<file path="config.mk">
export PLATFORM = sky130hd
export DESIGN_NAME = tmcc_dbpsk_frame_sync_core
export DESIGN_NICKNAME = d
export VERILOG_FILES = /design/src/design/tmcc_fs_pkg.sv /design/src/design/tmcc_dbpsk_frame_sync_core.sv
export SDC_FILE = /design/constraint.sdc
export NUM_CORES = 2
export LEC_CHECK = 0
export BUFFER_PORTS_ARGS = -buffer_cell sky130_fd_sc_hd__buf_2
export CAP_MARGIN = 20
export CORE_UTILIZATION = 58
export CTS_CLUSTER_DIAMETER = 120
export DETAILED_ROUTE_END_ITERATION = 8
export PLACE_DENSITY = 0.77
export SYNTH_ARGS = -nofsm -noshare
export SYNTH_HDL_FRONTEND = slang
export SYNTH_SLANG_ARGS = --single-unit
</file>
<file path="constraint.sdc">
create_clock -name i_clk -period 7.5 [get_ports i_clk]
set_input_delay 1.5 -clock i_clk [delete_from_list [all_inputs] [get_ports i_clk]]
set_output_delay 1.5 -clock i_clk [all_outputs]
set_load 0.005 [all_outputs]
</file>
<file path="src/design/tmcc_fs_pkg.sv">
// Shared types and constants of the TMCC DBPSK frame synchronizer.
package tmcc_fs_pkg;

    // Sample format and pilot store size.
    localparam int SAMPLE_BITS = 16;
    localparam int MAX_PILOTS  = 52;
    localparam int PILOT_IDX_W = 6;
    localparam int CFG_W       = 6;
    localparam logic [CFG_W-1:0] CFG_RESET = 6'd13;

    // Vote accumulator holds a signed count of at most MAX_PILOTS votes.
    localparam int VOTE_W = 7;

    // Bit window and sync word.
    localparam int WINDOW_BITS = 204;
    localparam int SYNC_LEN    = 16;
    localparam int SINCE_W     = 8;
    localparam logic [SINCE_W-1:0] CHECK_GAP = 8'd203;

    // Shortened BCH(273,191) parity check.
    localparam int CODE_N      = 273;
    localparam int CODE_K      = 191;
    localparam int ZERO_PAD    = 89;
    localparam int INFO_START  = 20;
    localparam int PARITY_ROWS = CODE_N - CODE_K;
    localparam int ROW_W       = 7;
    localparam int WEIGHT_W    = 7;

    // Sync words, index 0 is the first (oldest) window bit compared.
    localparam logic [0:SYNC_LEN-1] SYNC_EVEN = 16'b0011010111101110;
    localparam logic [0:SYNC_LEN-1] SYNC_ODD  = 16'b1100101000010001;

    // Check row of the parity matrix, index 0 is the leftmost bit.
    localparam logic [0:CODE_K] CHECK_ROW = {
        24'b100010001010100010000010,
        24'b100010000010000000001010,
        24'b100010100000001010111011,
        24'b000111110011010010000101,
        24'b011101110010111110100001,
        24'b111101011010011100011000,
        24'b010000100011001010100101,
        24'b111101100001110001100001
    };

    // One pilot sample beat.
    typedef struct packed {
        logic signed [SAMPLE_BITS-1:0] sample_re;
        logic signed [SAMPLE_BITS-1:0] sample_im;
    } t_sample;

    // One symbol result beat.
    typedef struct packed {
        logic                tmcc_bit;
        logic                sync_match;
        logic [WEIGHT_W-1:0] syndrome_weight;
        logic                frame_end;
    } t_result;

    // Control sequencer states.
    typedef enum logic [2:0] {
        S_IDLE,
        S_MUL,
        S_VOTE,
        S_CHECK,
        S_SYND,
        S_EMIT
    } t_state;

endpackage

</file>
<file path="src/design/tmcc_dbpsk_frame_sync_core.sv">
// TMCC DBPSK symbol decision and frame synchronizer with serial BCH parity check.
module tmcc_dbpsk_frame_sync_core (
    input  logic                           i_clk,
    input  logic                           i_rst_n,
    input  logic                           i_cfg_wr_en,
    input  logic [tmcc_fs_pkg::CFG_W-1:0]  i_cfg_wr_data,
    input  logic                           i_valid,
    output logic                           o_stall,
    input  tmcc_fs_pkg::t_sample           i_sample,
    output logic                           o_valid,
    input  logic                           i_stall,
    output tmcc_fs_pkg::t_result           o_result
);
    // Each pilot beat is compared with the same carrier's sample from the
    // previous symbol, and the sign of the real part of the product is voted
    // over the symbol. A pilot beat that does not close a symbol passes through
    // the pilot store read, the two 16x16 multiplies and the vote. The beat that
    // closes a symbol also passes through the sync compare and the result register.
    // When the check window is open and the sync word matches, the parity
    // syndrome is walked one row per cycle through a 273-bit shift register
    // before that beat's result is registered. The pilot store has a valid bit per
    // entry, so no clearing pass follows reset. One result beat is produced per
    // symbol; a result may wait in the output register while the next pilot
    // beat is taken.
    import tmcc_fs_pkg::*;

    // Control state.
    t_state                   r_state, n_state;
    logic [CFG_W-1:0]         r_cfg;
    logic [PILOT_IDX_W-1:0]   r_count;
    logic signed [VOTE_W-1:0] r_vote;
    logic [SINCE_W-1:0]       r_since;
    logic [0:WINDOW_BITS-1]   r_window;
    logic [MAX_PILOTS-1:0]    r_pilot_vld;
    logic [ROW_W-1:0]         r_row;
    logic                     r_out_valid;

    // Payload registers.
    logic signed [SAMPLE_BITS-1:0]   r_re, r_im;
    logic [PILOT_IDX_W-1:0]          r_idx;
    logic                            r_idx_ok;
    logic [2*SAMPLE_BITS-1:0]        r_rd_data;
    logic                            r_rd_vld;
    logic signed [2*SAMPLE_BITS-1:0] r_prod_re, r_prod_im;
    logic                            r_bit;
    logic                            r_match;
    logic                            r_fend;
    logic [WEIGHT_W-1:0]             r_weight;
    logic [0:CODE_N-1]               r_code;
    t_result                         r_result;

    // Pilot store.
    logic [2*SAMPLE_BITS-1:0] r_pilot_mem [MAX_PILOTS];

    // Decoded controls.
    logic w_accept;
    logic w_do_mul;
    logic w_do_vote;
    logic w_do_check;
    logic w_do_synd;
    logic w_do_emit;
    logic w_out_free;

    // Datapath intermediates.
    logic signed [SAMPLE_BITS-1:0] w_prev_re, w_prev_im;
    logic [2*SAMPLE_BITS:0]        w_real;
    logic signed [VOTE_W-1:0]      n_vote;
    logic [PILOT_IDX_W-1:0]        n_count;
    logic [PILOT_IDX_W-1:0]        w_eff;
    logic                          w_close;
    logic                          w_sync_hit;
    logic                          w_row_par;
    logic [WEIGHT_W-1:0]           n_weight;
    logic                          w_last_row;
    logic [SINCE_W-1:0]            n_since_inc;

    assign w_out_free = !r_out_valid || !i_stall;

    // Next state of the sequencer.
    always_comb begin
        n_state = r_state;
        case (r_state)
            S_IDLE: begin
                if (i_valid) begin
                    n_state = S_MUL;
                end
            end
            S_MUL: begin
                n_state = S_VOTE;
            end
            S_VOTE: begin
                n_state = w_close ? S_CHECK : S_IDLE;
            end
            S_CHECK: begin
                n_state = w_sync_hit ? S_SYND : S_EMIT;
            end
            S_SYND: begin
                if (w_last_row) begin
                    n_state = S_EMIT;
                end
            end
            S_EMIT: begin
                if (w_out_free) begin
                    n_state = S_IDLE;
                end
            end
            default: begin
                n_state = S_IDLE;
            end
        endcase
    end

    // Sequencer outputs.
    always_comb begin
        o_stall    = 1'b1;
        w_do_mul   = 1'b0;
        w_do_vote  = 1'b0;
        w_do_check = 1'b0;
        w_do_synd  = 1'b0;
        w_do_emit  = 1'b0;
        case (r_state)
            S_IDLE:  o_stall    = !i_rst_n;
            S_MUL:   w_do_mul   = 1'b1;
            S_VOTE:  w_do_vote  = 1'b1;
            S_CHECK: w_do_check = 1'b1;
            S_SYND:  w_do_synd  = 1'b1;
            S_EMIT:  w_do_emit  = w_out_free;
            default: o_stall    = 1'b1;
        endcase
    end

    assign w_accept = i_valid && !o_stall;

    // Previous pilot, zero where the carrier has not been seen yet.
    assign w_prev_re = r_rd_vld ? r_rd_data[2*SAMPLE_BITS-1:SAMPLE_BITS] : '0;
    assign w_prev_im = r_rd_vld ? r_rd_data[SAMPLE_BITS-1:0] : '0;

    // Real part of x * conj(prev); only its sign is used.
    assign w_real = {r_prod_re[2*SAMPLE_BITS-1], r_prod_re}
                  + {r_prod_im[2*SAMPLE_BITS-1], r_prod_im};

    // Vote update and symbol close decision.
    always_comb begin
        n_vote = r_vote;
        if (r_idx_ok) begin
            n_vote = w_real[2*SAMPLE_BITS] ? r_vote - VOTE_W'(1) : r_vote + VOTE_W'(1);
        end
        n_count = r_idx + PILOT_IDX_W'(1);
        if (r_cfg == '0) begin
            w_eff = PILOT_IDX_W'(1);
        end else if (r_cfg > CFG_W'(MAX_PILOTS)) begin
            w_eff = PILOT_IDX_W'(MAX_PILOTS);
        end else begin
            w_eff = r_cfg;
        end
        w_close = (n_count == '0) || (n_count >= w_eff);
    end

    // Sync compare on the freshly shifted window.
    assign w_sync_hit = (r_since >= CHECK_GAP)
                     && ((r_window[1:SYNC_LEN] == SYNC_EVEN)
                      || (r_window[1:SYNC_LEN] == SYNC_ODD));

    // One parity row per cycle over the code shift register.
    assign w_row_par   = ^(CHECK_ROW & r_code[0:CODE_K]);
    assign n_weight    = r_weight + WEIGHT_W'(w_row_par);
    assign w_last_row  = (r_row == ROW_W'(PARITY_ROWS - 1));
    assign n_since_inc = (r_since < CHECK_GAP) ? r_since + SINCE_W'(1) : r_since;

    // Control registers.
    always_ff @(posedge i_clk) begin
        if (!i_rst_n) begin
            r_state     <= S_IDLE;
            r_cfg       <= CFG_RESET;
            r_count     <= '0;
            r_vote      <= '0;
            r_since     <= CHECK_GAP;
            r_window    <= '0;
            r_pilot_vld <= '0;
            r_row       <= '0;
            r_out_valid <= 1'b0;
        end else begin
            r_state <= n_state;
            if (i_cfg_wr_en) begin
                r_cfg <= i_cfg_wr_data;
            end
            if (w_do_mul && r_idx_ok) begin
                r_pilot_vld[r_idx] <= 1'b1;
            end
            if (w_do_vote) begin
                if (w_close) begin
                    r_count  <= '0;
                    r_vote   <= '0;
                    r_window <= {r_window[1:WINDOW_BITS-1], n_vote[VOTE_W-1]};
                end else begin
                    r_count <= n_count;
                    r_vote  <= n_vote;
                end
            end
            if (w_do_check) begin
                r_row <= '0;
                if (!w_sync_hit) begin
                    r_since <= n_since_inc;
                end
            end
            if (w_do_synd) begin
                r_row <= r_row + ROW_W'(1);
                if (w_last_row) begin
                    r_since <= (n_weight == '0) ? '0 : n_since_inc;
                end
            end
            if (w_do_emit) begin
                r_out_valid <= 1'b1;
            end else if (!i_stall) begin
                r_out_valid <= 1'b0;
            end
        end
    end

    // Pilot store: read on accept, write back the new sample in the cycle after.
    always_ff @(posedge i_clk) begin
        if (w_accept) begin
            r_rd_data <= r_pilot_mem[r_count];
        end
        if (w_do_mul && r_idx_ok) begin
            r_pilot_mem[r_idx] <= {r_re, r_im};
        end
    end

    // Payload registers.
    always_ff @(posedge i_clk) begin
        if (w_accept) begin
            r_re     <= i_sample.sample_re;
            r_im     <= i_sample.sample_im;
            r_idx    <= r_count;
            r_idx_ok <= (r_count < PILOT_IDX_W'(MAX_PILOTS));
            r_rd_vld <= (r_count < PILOT_IDX_W'(MAX_PILOTS)) && r_pilot_vld[r_count];
        end
        if (w_do_mul) begin
            r_prod_re <= r_re * w_prev_re;
            r_prod_im <= r_im * w_prev_im;
        end
        if (w_do_vote && w_close) begin
            r_bit <= n_vote[VOTE_W-1];
        end
        if (w_do_check) begin
            r_match  <= w_sync_hit;
            r_weight <= '0;
            r_fend   <= 1'b0;
            r_code   <= {ZERO_PAD'(0), r_window[INFO_START:WINDOW_BITS-1]};
        end
        if (w_do_synd) begin
            r_weight <= n_weight;
            r_code   <= {r_code[1:CODE_N-1], 1'b0};
            if (w_last_row) begin
                r_fend <= (n_weight == '0);
            end
        end
        if (w_do_emit) begin
            r_result.tmcc_bit        <= r_bit;
            r_result.sync_match      <= r_match;
            r_result.syndrome_weight <= r_weight;
            r_result.frame_end       <= r_fend;
        end
    end

    assign o_valid  = r_out_valid;
    assign o_result = r_result;

`ifndef SYNTHESIS
    // The carrier counter never passes the pilot store between symbols.
    a_count_range: assert property (@(posedge i_clk) disable iff (!i_rst_n)
        r_state == S_IDLE |-> r_count < PILOT_IDX_W'(MAX_PILOTS))
        else $error("carrier counter beyond pilot store");

    // The vote sum stays within one vote per pilot.
    a_vote_range: assert property (@(posedge i_clk) disable iff (!i_rst_n)
        (r_vote <= VOTE_W'(MAX_PILOTS)) && (r_vote >= -VOTE_W'(MAX_PILOTS)))
        else $error("vote sum out of range");

    // A frame end is only reported with a sync match and a clean syndrome.
    a_fend_clean: assert property (@(posedge i_clk) disable iff (!i_rst_n)
        o_valid && o_result.frame_end |->
            o_result.sync_match && (o_result.syndrome_weight == '0))
        else $error("frame end without clean parity");

    // The syndrome walk always ends after the last parity row.
    a_synd_rows: assert property (@(posedge i_clk) disable iff (!i_rst_n)
        r_state == S_SYND && w_last_row |=> r_state == S_EMIT)
        else $error("syndrome walk overran");
`endif

endmodule
</file>
After elaboration in Yosys (flattened, before gate mapping)
Memory sizes are Yosys's and may differ from the RTL's. A register that Yosys moved wholly into a read port is not among the register bits.
Index checks and enable logic that the tools add are counted.
{"block": "totals", "register_bits": 690, "ramBits": 1664, "inputBits": 43, "output_inout_bits": 12, "elab_cells": 123, "n_memories": 1}
{"block": "classes", "addsub": 7, "n_mul": 2, "order_cmp": 8, "eq_ne": 12, "mux": 42, "n_bitwise": 1, "reduce_logical": 23}
{"name": "r_pilot_mem", "words": 52, "width": 32, "rd": 1, "rd_ports_with_merged_regs": 1, "write_ports": 1, "line_no": "tmcc_dbpsk_frame_sync_core.sv:53", "rtl": "logic [2*SAMPLE_BITS-1:0] r_pilot_mem [MAX_PILOTS];"}
{"cell": "$mux W273", "count": 2}
{"cell": "$reduce_xor A192 Y1", "count": 1}
{"cell": "$mul A16 B16 Y32", "count": 2}
{"cell": "$or A52 B52 Y52", "count": 1}
{"cell": "$mux W8", "count": 6}
{"cell": "$mux W7", "count": 6}
{"cell": "$add A32 B32 Y33", "count": 1}
{"cell": "$mux W16", "count": 2}
{"cell": "$mux W6", "count": 3}
{"cell": "$pmux W3 S6", "count": 1}
{"cell": "$eq A16 B14 Y1 const B", "count": 1}
{"cell": "$eq A16 B16 Y1 const B", "count": 1}
{"cell": "$mux W1", "count": 16}
{"cell": "$lt A6 B7 Y1 const B", "count": 2}
{"cell": "$logic_not A6 Y1", "count": 2}
{"cell": "$mux W3", "count": 3}
{"cell": "$add A8 B1 Y8 const B", "count": 1}
{"cell": "$ge A8 B8 Y1 const B", "count": 1}
{"cell": "$lt A8 B8 Y1 const B", "count": 1}
{"cell": "$add A7 B1 Y7", "count": 1}
{"cell": "$add A7 B1 Y7 const B", "count": 1}
{"cell": "$add A7 B2 Y7 const B", "count": 1}
{"cell": "$eq A7 B7 Y1 const B", "count": 1}
{"cell": "$logic_not A7 Y1", "count": 1}
{"cell": "21 further kinds", "count": 37}

Longest topological paths before layout
{"block": "logic_depth", "depth_word": 7, "mapped_depth": 26, "depth_no_buf": 22}

Worst setup path after synthesis
No wires, ideal clock.
{"block": "synth_timing", "path_kind": "register -> register", "start": "reg r_state[0]", "end": "mem r_pilot_mem[27][0] (netlist name) (enable)", "setup_ps": 423, "arrival_ps": 7636, "t_required_ps": 7077, "setup_slack_ps": -559, "path_stages_with_launch": 6, "n_path_buf": 1, "period_less_slack_ps": 8059, "path_cell_list": "dfxtp_1 > clkbuf_1 > nor3b_1 > and3_1 > nand2_1 > nor2_1"}
{"block": "synth_via", "elab_chain_len": 5}
{"element": "start, declared", "line_no": "tmcc_dbpsk_frame_sync_core.sv:28", "rtl": "t_state r_state, n_state;"}
{"element": "start signal, assigned", "line_no": "tmcc_dbpsk_frame_sync_core.sv:183", "rtl": "r_state <= n_state;"}
{"element": "$eq A3 B1 Y1", "line_no": "tmcc_dbpsk_frame_sync_core.sv:121", "rtl": "case (r_state)"}
{"element": "$mux W1", "line_no": "tmcc_dbpsk_frame_sync_core.sv:121"}
{"element": "$logic_and A1 B1 Y1", "line_no": "tmcc_dbpsk_frame_sync_core.sv:225", "rtl": "if (w_do_mul && r_idx_ok) begin"}
{"element": "$mux W1", "line_no": "tmcc_dbpsk_frame_sync_core.sv:225"}
{"element": "$mux W1 (not written as such)", "line_no": "tmcc_dbpsk_frame_sync_core.sv:226", "rtl": "r_pilot_mem[r_idx] <= {r_re, r_im};"}
{"element": "end, declared", "line_no": "tmcc_dbpsk_frame_sync_core.sv:53"}
Every way passes these cells.

Final worst setup path
{"block": "layout_timing", "start": "reg r_rd_vld", "end": "reg r_prod_re[31], data pin"}
{"block": "layout_via", "elab_chain_len": 2}
{"element": "start, declared", "line_no": "tmcc_dbpsk_frame_sync_core.sv:43", "rtl": "logic r_rd_vld;"}
{"element": "start signal, assigned", "line_no": "tmcc_dbpsk_frame_sync_core.sv:237", "rtl": "r_rd_vld <= (r_count < PILOT_IDX_W'(MAX_PILOTS)) && r_pilot_vld[r_count];"}
{"element": "$mux W16", "line_no": "tmcc_dbpsk_frame_sync_core.sv:135", "rtl": "assign w_prev_re = r_rd_vld ? r_rd_data[2*SAMPLE_BITS-1:SAMPLE_BITS] : '0;"}
{"element": "$mul A16 B16 Y32", "line_no": "tmcc_dbpsk_frame_sync_core.sv:240", "rtl": "r_prod_re <= r_re * w_prev_re;"}
{"element": "end signal, assigned", "line_no": "tmcc_dbpsk_frame_sync_core.sv:240"}
{"element": "end, declared", "line_no": "tmcc_dbpsk_frame_sync_core.sv:44", "rtl": "logic signed [2*SAMPLE_BITS-1:0] r_prod_re, r_prod_im;"}
Every way passes these cells.
A chain may end at the register's enable or synchronous reset.

==> out/metrics.cfg <==
[outcome]
run_status=completed

[cts]
clock_latency_ns=0.92
cts_hold_repair.buffers=0
clockRootBuffer=clkbuf_16
cts.sinks=2386
cts_buffers=226
cts_max_path_buffers=3
tritoncts_clock_tree=built
clock_tree.htree_level_count=4
cts.clk_slew.worst_paths_ns=0.07

[critical_path]
worst_r2r_endpoint=r_prod_re[31]$_DFFE_PN_
reg2reg_from=r_rd_vld$_DFFE_PP_
worst_setup_path_start_kind=register
timing.critical_path.slowest_stage_cell=fa_1
path_class=reg -> reg
critical_path_peak_fanout=81
worst-endpoint-required_ns=8.12
cp_cell_sequence=buf_12, and2_1, nand2_1, inv_1, fa_1, fa_1, fa_1, fa_1, fa_1, inv_1, fa_1, inv_1, ha_1, nand2_1, nor3_1, and3_1, o211ai_1, a311oi_2, and4_1, nor3_1
timing.reg2reg.worst_path_depth=20
cp.arrival_ns=7.66
cp_delay_by_family_top=adder cells
timing.critical_path.slowest_cell_delay_ns=0.90
endpoint_kind=register
r2r_setup_slack_ns=0.46
bufs_and_invs_on_worst_path=4
path_common_cell=fa_1

[timing]
timing.final.max_slew_violations=0
unrepaired_setup_endpoints_after_global_routing=false
setup_violations=0
timing.fmax_mhz=142.1
maxSlewHeadroom=0.2376
finalCritPeriodShare=0.9381
timing_hold_violations_final=0
worst_pin_slew_ns=1.144
period_needed_ns=7.035
fin_worst_skew_ns=0.1034
fin_setup_tns_ns=0
worst_slack_ns=0.4645

[logic_synthesis]
share_of_synthesized_registers_carrying_an_async_set_or_reset=0
syn_area_um2=110900
syn_area_per_cell_um2=15.99
post_synth_edffs=2091
synthDistinctLibCells=72
yosys_most_used_dff=edfxtp_1
synth_fp_nets=7718
netlist_instances=6938
synth.yosys.seq_area_share=0.6192
seq_cells_post_synth=2386
yosys_warnings=0

[grt]
global_route.usage.total=0.2826
number_of_global_route_vias_before_repair=63700
maximum_number_of_pins_on_one_net_before_global_route_repair=139
grt_first_pass_wirelength_um=403100
remaining_overflow_grt=0
number_of_antenna_violations_at_the_first_check_in_global_routing=4

[routing]
postRouteWirelength_um=269300
drt-vias-per-instance=6.377
drc_errors=0
wl_per_cell_um=27.74
drtAntennaViolNets=0
drt_pre_antenna_iters=7
dr_total_vias=61921
detail_route.iter0.violations=7585

[worst_hold_path]
timing.hold.worst_endpoint=r_window[157]$_SDFFE_PN0P_
hold_class=reg -> reg
worst_hold_path.num_cells=2
hold_path_startpoint=r_window[158]$_SDFFE_PN0P_

[power]
power.ir.vdd_worst_mv=0.3020
powerDensity_nw_per_um2=281.5
power_leakage_nw=42.83

[floorplanning]
io_pins=55
rows=160
fp.dieArea_um2=193000
chipWidth_um=439.3
core_area_um2=190000
floorplan.initialDensity=0.5839
fp.dieH_um=439.3

[finish]
fill_cells=12571
drive_above_1_share=0.1685
final_nets=7775
layout-area-overhead-vs-synth_pct=10.27

[job]
timing.max_cap.violations=0

[placed_design]
dpl_worst_slack_ns=0.3065
hpwlAfterDp_um=148800
gp_congestion=0.8708
port-buffer-count=54

[cell families after synthesis]
| group | synth area share |
|---|---|
| mux | 0.1147 |
| fa+ha+maj | 0.1187 |
| simple gates | 0.06296 |
| xor+xnor | 0.01255 |
| buf+inv | 0.03449 |
| compound gates | 0.03742 |
| flops | 0.6192 |
[layout make-up]
cell class              instances  area [um^2]  area share
flip-flops and latches       2386        68710      0.5617
multi-input cells            3590        38850      0.3176
clock buffers                 287         6201     0.05069
well taps                    2511         3142     0.02568
inverters                     592         2247     0.01837
clock inverters               143         1683     0.01376
repair buffers                199         1481     0.01211
diodes                          2        5.005  0.00004091
[registers in the layout, indices dropped and copies added, names as in the netlist, 10 cells and up]
name and cells:
o_result 10, r_code 273, r_im 16, r_pilot_mem 1664, r_pilot_vld 52, r_prod_im 32
r_prod_re 32, r_rd_data 32, r_re 16, r_window 203
[worst min-delay path: stages (launching register included)]
cell and delay [ns]:
dfxtp_1 0.32, nand2_1 0.06, a21oi_1 0.05
[report_power, final]
part / switching (W) / leakage, nW / internal [W]
Clock: 0.00520 / 3.86 / 0.00677
Sequential: 0.000233 / 21.3 / 0.0149
Combinational: 0.00436 / 17.7 / 0.00295
[cell usage in the layout, fill, tap and decap left out, types with 212 or more instances in the layout]
| cell type | count |
|---|---|
| dfxtp_1 | 289 |
| and3_1 | 257 |
| clkbuf_16 | 231 |
| inv_1 | 588 |
| nand2_1 | 683 |
| mux4_2 | 559 |
| a21oi_1 | 275 |
| ha_1 | 212 |
| fa_1 | 525 |
| nor2_1 | 212 |
| edfxtp_1 | 2091 |
[metal layers]
| metal | up-vias | track usage | share of wire |
|---|---|---|---|
| li1 | 25628 | - | - |
| met1 | 32205 | 0.3839 | 0.38 |
| met2 | 3550 | 0.4620 | 0.50 |
| met3 | 538 | 0.05120 | 0.092 |
| met4 | 0 | 0.09998 | 0.035 |
| met5 | - | 0 | 0 |
[worst max path at each step]
stage / startpoint / end / slack, ns / cells past startpoint
final: r_rd_vld$_DFFE_PP_ / r_prod_re[31]$_DFFE_PN_ / 0.46 / 20
after global routing: r_rd_vld$_DFFE_PP_ / r_prod_re[30]$_DFFE_PN_ / 0.08 / 21
after CTS: r_rd_vld$_DFFE_PP_ / r_prod_re[31]$_DFFE_PN_ / 0.27 / 23
after detailed placement: r_rd_vld$_DFFE_PP_ / r_prod_re[31]$_DFFE_PN_ / 0.31 / 23
after global placement: r_rd_vld$_DFFE_PP_ / r_prod_re[31]$_DFFE_PN_ / 0.48 / 23
after floorplan: r_state[2]$_SDFFE_PN0P_ / r_code[0]$_DFFE_PP_ / 0.35 / 6
[synthesized netlist by cell type (all sizes together), types with 18 or more instances]
master / number / area, um^2
ha: 212 / 2653
nor2: 266 / 998.5
xor2: 34 / 297.8
nand2: 683 / 2564
a21oi: 275 / 1376
and3: 257 / 1608
xnor2: 125 / 1095
dfxtp: 295 / 5906
a22o: 184 / 1612
inv: 592 / 2222
o21ai: 49 / 245.2
fa: 525 / 10510
mux4: 559 / 12590
edfxtp: 2091 / 62790
clkbuf: 245 / 919.6
nand3: 65 / 337.8
buf: 125 / 684.4
and2: 116 / 725.7
nor3: 18 / 90.09
[what timing repair did]
item / CTS / global route
endpoints found under the hold margin: 0 / 0
setup endpoints to repair: 0 / 6
resized for setup: 0 / 4
buffers inserted: 0 / 0
[through the flow]
step	utilization	instance area (um^2)	hold slack [ns]	total power [W]	cells
floorplan	-	110900	0.4003	0.02051	6938
global placement	0.6023	114400	0.4146	0.02239	9277
detailed placement	0.6023	114400	0.4169	0.02255	9278
CTS	0.6438	122300	0.3947	0.03447	9708
global route	0.6439	122300	0.4365	0.03588	9709
finish	0.6439	122300	0.4006	0.03443	9710
Note: power is estimated with default switching activity, not from simulation.
